===== config.mk =====
export PLATFORM = sky130hd
export DESIGN_NAME = uuid_v7_counter_stamper_flat
export DESIGN_NICKNAME = d
export VERILOG_FILES = /design/src/design/uvs_pkg.sv /design/src/design/uvs_if.sv /design/src/design/uuid_v7_counter_stamper.sv /design/src/design/uvs_seq_core.sv /design/src/flat_wrapper.sv
export SDC_FILE = /design/constraint.sdc
export NUM_CORES = 1
export LEC_CHECK = 0
export BUFFER_PORTS_ARGS = -buffer_cell sky130_fd_sc_hd__clkbuf_2
export CAP_MARGIN = 10
export CORE_MARGIN = 2
export CORE_UTILIZATION = 40
export DETAILED_ROUTE_END_ITERATION = 7
export HOLD_SLACK_MARGIN = 0.02
export SLEW_MARGIN = 10
export SYNTH_ARGS = -nofsm -noshare
export SYNTH_HDL_FRONTEND = slang
export SYNTH_SLANG_ARGS = --single-unit

===== constraint.sdc =====
create_clock -name clk_i -period 5.4 [get_ports clk_i]
set_clock_uncertainty 0.15 [all_clocks]
set_input_delay 0.54 -clock clk_i [delete_from_list [all_inputs] [get_ports clk_i]]
set_output_delay 0.54 -clock clk_i [all_outputs]
set_load 0.01 [all_outputs]

===== src/design/uvs_pkg.sv =====
package uvs_pkg;

  localparam int unsigned MillisW = 48;
  localparam int unsigned SeedW   = 41;
  localparam int unsigned RandW   = 32;
  localparam int unsigned CountW  = 42;
  localparam int unsigned HalfW   = 64;

  localparam logic [3:0] UuidVersion = 4'd7;
  localparam logic [1:0] UuidVariant = 2'd2;

  typedef struct packed {
    logic               row_is_null;
    logic [MillisW-1:0] millis;
    logic [SeedW-1:0]   random_seed;
    logic [RandW-1:0]   random_low;
  } row_t;

  typedef struct packed {
    logic [HalfW-1:0] uuid_high;
    logic [HalfW-1:0] uuid_low;
    logic             is_null;
  } result_t;

endpackage


===== src/design/uvs_if.sv =====
interface uvs_row_if;
  logic                              valid;
  logic                              ready;
  logic                              row_is_null;
  logic [uvs_pkg::MillisW-1:0]       millis;
  logic [uvs_pkg::SeedW-1:0]         random_seed;
  logic [uvs_pkg::RandW-1:0]         random_low;

  modport source (output valid, row_is_null, millis, random_seed, random_low, input ready);
  modport sink   (input valid, row_is_null, millis, random_seed, random_low, output ready);
endinterface

interface uvs_uuid_if;
  logic                        valid;
  logic                        ready;
  logic [uvs_pkg::HalfW-1:0]   uuid_high;
  logic [uvs_pkg::HalfW-1:0]   uuid_low;
  logic                        is_null;

  modport source (output valid, uuid_high, uuid_low, is_null, input ready);
  modport sink   (input valid, uuid_high, uuid_low, is_null, output ready);
endinterface


===== src/design/uuid_v7_counter_stamper.sv =====
// A row is held in the input register stage, and its result is registered in the result
// register stage, from which uuid_o offers it.
// Throughput: one transaction per cycle while uuid_o is ready, set by the counter update loop.
// Reset: asynchronous, active low; it empties both pipeline registers and clears the
// stored timestamps and the counter, so the first non-null row after reset always seeds the counter.
module uuid_v7_counter_stamper (
  input  logic              clk_i,
  input  logic              rst_ni,
  uvs_row_if.sink           row_i,
  uvs_uuid_if.source        uuid_o
);

  // Input register stage. A row waits here until the result register can take
  // its outcome; the counter state is updated at that same edge, so the next
  // row in this stage always sees the state its predecessor left behind.
  logic             in_v_q, in_v_d;
  uvs_pkg::row_t    in_q;

  // Result register stage.
  logic             out_v_q, out_v_d;
  uvs_pkg::result_t out_q;

  uvs_pkg::result_t res;
  logic             advance;

  // The row moves on whenever the result register is empty or being drained.
  assign advance     = in_v_q && (!out_v_q || uuid_o.ready);
  assign row_i.ready = !in_v_q || advance;

  always_comb begin
    in_v_d = in_v_q;
    if (row_i.ready) begin
      in_v_d = row_i.valid;
    end
    out_v_d = out_v_q;
    if (advance) begin
      out_v_d = 1'b1;
    end else if (uuid_o.ready) begin
      out_v_d = 1'b0;
    end
  end

  uvs_seq_core u_core (
    .clk_i  (clk_i),
    .rst_ni (rst_ni),
    .en_i   (advance),
    .row_i  (in_q),
    .res_o  (res)
  );

  always_ff @(posedge clk_i or negedge rst_ni) begin
    if (!rst_ni) begin
      in_v_q  <= 1'b0;
      out_v_q <= 1'b0;
    end else begin
      in_v_q  <= in_v_d;
      out_v_q <= out_v_d;
    end
  end

  // Payload registers carry no reset.
  always_ff @(posedge clk_i) begin
    if (row_i.ready && row_i.valid) begin
      in_q.row_is_null <= row_i.row_is_null;
      in_q.millis      <= row_i.millis;
      in_q.random_seed <= row_i.random_seed;
      in_q.random_low  <= row_i.random_low;
    end
    if (advance) begin
      out_q <= res;
    end
  end

  assign uuid_o.valid     = out_v_q;
  assign uuid_o.uuid_high = out_q.uuid_high;
  assign uuid_o.uuid_low  = out_q.uuid_low;
  assign uuid_o.is_null   = out_q.is_null;

endmodule


===== src/design/uvs_seq_core.sv =====
module uvs_seq_core (
  input  logic             clk_i,
  input  logic             rst_ni,
  input  logic             en_i,
  input  uvs_pkg::row_t    row_i,
  output uvs_pkg::result_t res_o
);

  logic [uvs_pkg::MillisW-1:0] last_q, last_d;
  logic [uvs_pkg::MillisW-1:0] stamp_q, stamp_d;
  logic [uvs_pkg::CountW-1:0]  count_q, count_d;

  logic                        hit;
  logic [uvs_pkg::CountW:0]    count_raw;
  logic                        wrap;
  logic [uvs_pkg::MillisW-1:0] stamp_base;
  logic [uvs_pkg::MillisW-1:0] stamp_new;
  logic [uvs_pkg::CountW-1:0]  count_new;

  always_comb begin
    hit        = (last_q == row_i.millis) && (count_q != '0);
    count_raw  = hit ? ({1'b0, count_q} + 1'b1)
                     : ({{(uvs_pkg::CountW + 1 - uvs_pkg::SeedW){1'b0}}, row_i.random_seed}
                        + 1'b1);
    // The counter can only reach its limit by incrementing from all ones.
    wrap       = count_raw[uvs_pkg::CountW];
    stamp_base = hit ? stamp_q : row_i.millis;
    stamp_new  = wrap ? (stamp_base + 1'b1) : stamp_base;
    count_new  = wrap ? {{(uvs_pkg::CountW - 1){1'b0}}, 1'b1}
                      : count_raw[uvs_pkg::CountW-1:0];

    last_d  = last_q;
    stamp_d = stamp_q;
    count_d = count_q;
    if (!row_i.row_is_null) begin
      last_d  = hit ? last_q : row_i.millis;
      stamp_d = stamp_new;
      count_d = count_new;
    end

    if (row_i.row_is_null) begin
      res_o.uuid_high = '0;
      res_o.uuid_low  = '0;
      res_o.is_null   = 1'b1;
    end else begin
      res_o.uuid_high = {stamp_new, uvs_pkg::UuidVersion, count_new[41:30]};
      res_o.uuid_low  = {uvs_pkg::UuidVariant, count_new[29:0], row_i.random_low};
      res_o.is_null   = 1'b0;
    end
  end

  always_ff @(posedge clk_i or negedge rst_ni) begin
    if (!rst_ni) begin
      last_q  <= '0;
      stamp_q <= '0;
      count_q <= '0;
    end else if (en_i) begin
      last_q  <= last_d;
      stamp_q <= stamp_d;
      count_q <= count_d;
    end
  end

endmodule

===== src/flat_wrapper.sv =====
// flat-port wrapper written by rule: the top's interface ports become plain ports
module uuid_v7_counter_stamper_flat 
  (clk_i, rst_ni, row_i_valid, row_i_row_is_null, row_i_millis, row_i_random_seed, row_i_random_low, row_i_ready, uuid_o_valid, uuid_o_uuid_high, uuid_o_uuid_low, uuid_o_is_null, uuid_o_ready);
  uvs_row_if row_i_i ();
  uvs_uuid_if uuid_o_i ();
  input  logic clk_i;
  input  logic rst_ni;
  input wire logic [$bits(row_i_i.valid)-1:0] row_i_valid;
  input wire logic [$bits(row_i_i.row_is_null)-1:0] row_i_row_is_null;
  input wire logic [$bits(row_i_i.millis)-1:0] row_i_millis;
  input wire logic [$bits(row_i_i.random_seed)-1:0] row_i_random_seed;
  input wire logic [$bits(row_i_i.random_low)-1:0] row_i_random_low;
  output wire logic [$bits(row_i_i.ready)-1:0] row_i_ready;
  output wire logic [$bits(uuid_o_i.valid)-1:0] uuid_o_valid;
  output wire logic [$bits(uuid_o_i.uuid_high)-1:0] uuid_o_uuid_high;
  output wire logic [$bits(uuid_o_i.uuid_low)-1:0] uuid_o_uuid_low;
  output wire logic [$bits(uuid_o_i.is_null)-1:0] uuid_o_is_null;
  input wire logic [$bits(uuid_o_i.ready)-1:0] uuid_o_ready;
  assign row_i_i.valid = row_i_valid;
  assign row_i_i.row_is_null = row_i_row_is_null;
  assign row_i_i.millis = row_i_millis;
  assign row_i_i.random_seed = row_i_random_seed;
  assign row_i_i.random_low = row_i_random_low;
  assign row_i_ready = row_i_i.ready;
  assign uuid_o_valid = uuid_o_i.valid;
  assign uuid_o_uuid_high = uuid_o_i.uuid_high;
  assign uuid_o_uuid_low = uuid_o_i.uuid_low;
  assign uuid_o_is_null = uuid_o_i.is_null;
  assign uuid_o_i.ready = uuid_o_ready;
  uuid_v7_counter_stamper u_core (.clk_i(clk_i), .rst_ni(rst_ni), .row_i(row_i_i), .uuid_o(uuid_o_i));
endmodule

==> flow_metrics.py <==
metrics = {
    "yosys": {
        "synthSimpleGateAreaFrac": 0.2126,
        "synth_compound_area_frac": 0.09399,
        "yosys.area.top_type": "edfxtp_1",
        "ys_seq_area_frac": 0.5600,
        "synth_top_area_frac": 0.3798,
        "synthFlopType": "edfxtp_1",
        "synthTopCellsByArea": "edfxtp_1 38%, dfrtp_1 18%, nand2_1 5.9%, xor2_1 4.6%, nor2_1 3.4%",
        "synth-seq-cells": 386,
        "syn-instance-count": 1872,
        "yosysUniqueCellTypes": 76,
        "synthArstFlopShare": 0.3627,
        "syn_area_per_cell_um2": 10.39,
        "synth.top_cells.by_count": "305 x nand2_1, 246 x edfxtp_1, 176 x nor2_1",
        "synth.area.mux_share": 0.03275,
        "synth.most_common_cell": "nand2_1",
        "synthAdderAreaFrac": 0.002573,
        "synth_edf_count": 246,
        "synth_top_family_by_area": "simple AND/OR/NAND/NOR gates",
        "synth_xor_area_frac": 0.07115,
        "synth_warnings": 0,
        "syn_area_um2": 19450,
    },
    "worst_setup_path": {
        "max_stage_delay_ns": 0.54,
        "arrival_ns": 4.88,
        "path_cells": "inv_1, ha_1, nor4b_1, nand4_1, nor3_4, buf_4, or4_4, nand2_1, nand2_1, ha_1, nand3_1, nor2_1, mux2_2, nand3_1, a211oi_2, xor2_1, nor2_1",
        "crit_fanout": 32,
        "end_kind": "flop",
        "slowest_stage": "a211oi_2",
        "critical-path-top-delay-family": "simple AND/OR/NAND/NOR gates",
        "crit_buf_inv": 2,
        "critPathKind": "flop to flop",
        "start_kind": "flop",
        "worst_ep_required_time_ns": 5.55,
    },
    "clock_tree": {
        "clock_latency_ns": 0.57,
        "post_cts_buffers": 0,
        "root_buffer": "clkbuf_16",
        "clk_pin_slew_ns": 0.06,
        "cts_num_sinks": 386,
        "cts_max_level": 2,
        "cts.path.max_buffers": 3,
        "cts_tree": "built",
        "numCtsBuffers": 42,
        "cts-resized-gates": 0,
    },
    "floorplan": {
        "boundaryPins": 257,
        "die_w_um": 224.5,
        "num_rows": 80,
        "start_util": 0.4065,
        "core_area_um2": 47850,
        "dieArea_um2": 50400,
        "die_y_um": 224.5,
    },
    "detailed_routing": {
        "wl_um": 62210,
        "ant_nets": 0,
        "drc": 0,
        "drtIter0Drc": 1524,
        "vias": 16160,
        "firstDrtPassIters": 6,
        "vias_per_cell": 5.639,
        "routedWlPerCell_um": 21.71,
    },
    "timing": {
        "rsz0062_at_grt": "false",
        "min_period_ns": 4.734,
        "fin_crit_sh": 0.8766,
        "worst_slew_pin_slew_ns": 0.9813,
        "maxSlewViolCount": 0,
        "whs_ns": 0.03693,
        "setup-tns-final_ns": 0,
        "slew_headroom": 0.3458,
        "setup_viol": 0,
        "fmax_ghz": 0.2113,
        "hold_viol": 0,
    },
    "power_and_ir_drop": {
        "leakagePower_nw": 9.493,
        "ir_drop_mv": 0.2264,
        "p_total_mw": 8.124,
        "power_density_nw_per_um2": 338.8,
    },
    "global_routing": {
        "grt_pass1_wl_um": 94520,
        "grt_pass1_vias": 15530,
        "grt_max_degree": 103,
        "grt_overflow": 0,
        "grt_util_all_layers": 0.2447,
        "antenna_found_initial": 0,
    },
    "final_layout": {
        "nets": 2347,
        "fin_cells": 2865,
        "nFillCells": 4326,
        "n_antenna_cell": 0,
        "design_area_um2": 23980,
        "areaGrowthSynthToFinish_pct": 23.31,
        "layout-drive-gt1-share": 0.1738,
    },
    "placed_design": {
        "dpl_cell_area_um2": 21340,
        "io_buffers": 254,
        "gp_congestion": 0.9519,
        "dp_hpwl_um": 42280,
        "placedCellCount": 2670,
    },
    "run_status": {
        "status": "complete, no violations",
    },
    "flow_run": {
        "drv_cap": 0,
    },
    "min_path": {
        "worst_hold_path_type": "primary input to flop",
    },
}
cell usage in the layout (no fill, tap or decap), types with 12 or more instances in the layout:
master | synthesis | layout
clkbuf_2 | 0 | 253
edfxtp_1 | 246 | 246
a211oi_1 | 23 | 23
and2_1 | 15 | 14
a21oi_1 | 83 | 83
nor4_1 | 43 | 42
dfrtp_1 | 140 | 140
mux2i_1 | 49 | 49
nor2b_1 | 38 | 38
inv_1 | 18 | 17
clkbuf_16 | 0 | 43
o22ai_1 | 12 | 12
or3_1 | 14 | 14
xnor2_1 | 56 | 56
o211ai_1 | 13 | 13
buf_4 | 5 | 27
nand3_1 | 70 | 70
o21ai_0 | 66 | 66
nand2_1 | 305 | 304
xor2_1 | 102 | 102
dlygate4sd3_1 | 0 | 118
and3_1 | 41 | 41
nand4_1 | 54 | 54
nor3_1 | 47 | 47
nor2_1 | 176 | 174
cell families after synthesis:
family,count (synthesis)
other,1
AOI/OAI and AO/OA,284
buffers and inverters,120
xor gates and xnor gates,158
DFF,386
and+or+nand+nor,858
muxes,61
adders and majority gates,4
metrics by stage:
stage,worst slack (ns),utilization
floorplan,0.4731,-
CTS,0.7353,0.5008
global route,0.3344,0.5012
finish,0.6663,0.5012
global placement,0.9460,0.4459
detailed placement,0.7693,0.4459
timing repair:
| action | CTS | global route |
|---|---|---|
| endpoints found under the setup margin | 0 | 0 |
| endpoints found under the hold margin | 146 | 2 |
| hold buffers | 116 | 2 |
final cells by class:
| class | count | area, um2 | share of cell area |
|---|---|---|---|
| well taps | 615 | 769.5 | 0.03209 |
| inverters | 19 | 76.32 | 0.003183 |
| multi-input cells | 1367 | 8080 | 0.3369 |
| clock inverters | 20 | 275.3 | 0.01148 |
| repair buffers | 401 | 2701 | 0.1126 |
| clock buffers | 57 | 1189 | 0.04956 |
| flip-flops and latches | 386 | 10890 | 0.4541 |
sequential cells by signal (all words and copies together), names as in the netlist:
signal / cells
u_core.in_q: 122
u_core.in_v_q: 1
u_core.u_core.count_q: 42
u_core.u_core.last_q: 48
u_core.u_core.stamp_q: 48
u_core.uuid_o.is_null: 1
u_core.uuid_o.uuid_high: 61
u_core.uuid_o.uuid_low: 62
u_core.uuid_o.valid: 1
path summary, 6_finish.rpt:
kind / startpoint / slack, ns / to / cells after the start
max in group asynchronous: rst_ni / 3.59 / u_core.u_core.count_q[41] / 3
max reg2reg: u_core.u_core.count_q[0] / 0.67 / u_core.uuid_o.uuid_high[50] / 17
min in group asynchronous: rst_ni / 0.29 / u_core.u_core.last_q[47] / 2
min: row_i_millis[13] / 0.04 / u_core.in_q[86] / 1
max: u_core.u_core.count_q[0] / 0.67 / u_core.uuid_o.uuid_high[50] / 17
min reg2reg: u_core.u_core.last_q[11] / 0.34 / u_core.u_core.last_q[11] / 2
power breakdown:
group	switching (mW)	leakage [nW]	total [mW]	internal, mW
clock network	1.21	0.726	3.08	1.88
registers	0.392	4.08	3.93	3.53
logic	0.665	4.69	1.12	0.451
total	2.26	9.49	8.12	5.86
worst reg2reg max path, stage by stage (launching register included):
cell and delay, ns:
dfrtp_1 0.43, inv_1 0.12, ha_1 0.15, nor4b_1 0.48, nand4_1 0.24, nor3_4 0.21
buf_4 0.24, or4_4 0.42, nand2_1 0.11, nand2_1 0.12, ha_1 0.23, nand3_1 0.09
nor2_1 0.14, mux2_2 0.17, nand3_1 0.39, a211oi_2 0.54, xor2_1 0.19, nor2_1 0.05
metal layers:
metal	wire, um	vias up	GRT usage	share of wire
met4	1844	0	0.08182	0.030
li1	-	7447	-	-
met1	28040	7890	0.3581	0.45
met5	0	-	0	0
met3	4607	103	0.03945	0.074
met2	27720	715	0.3701	0.45
No activity file was read; power rests on OpenSTA's default activity.
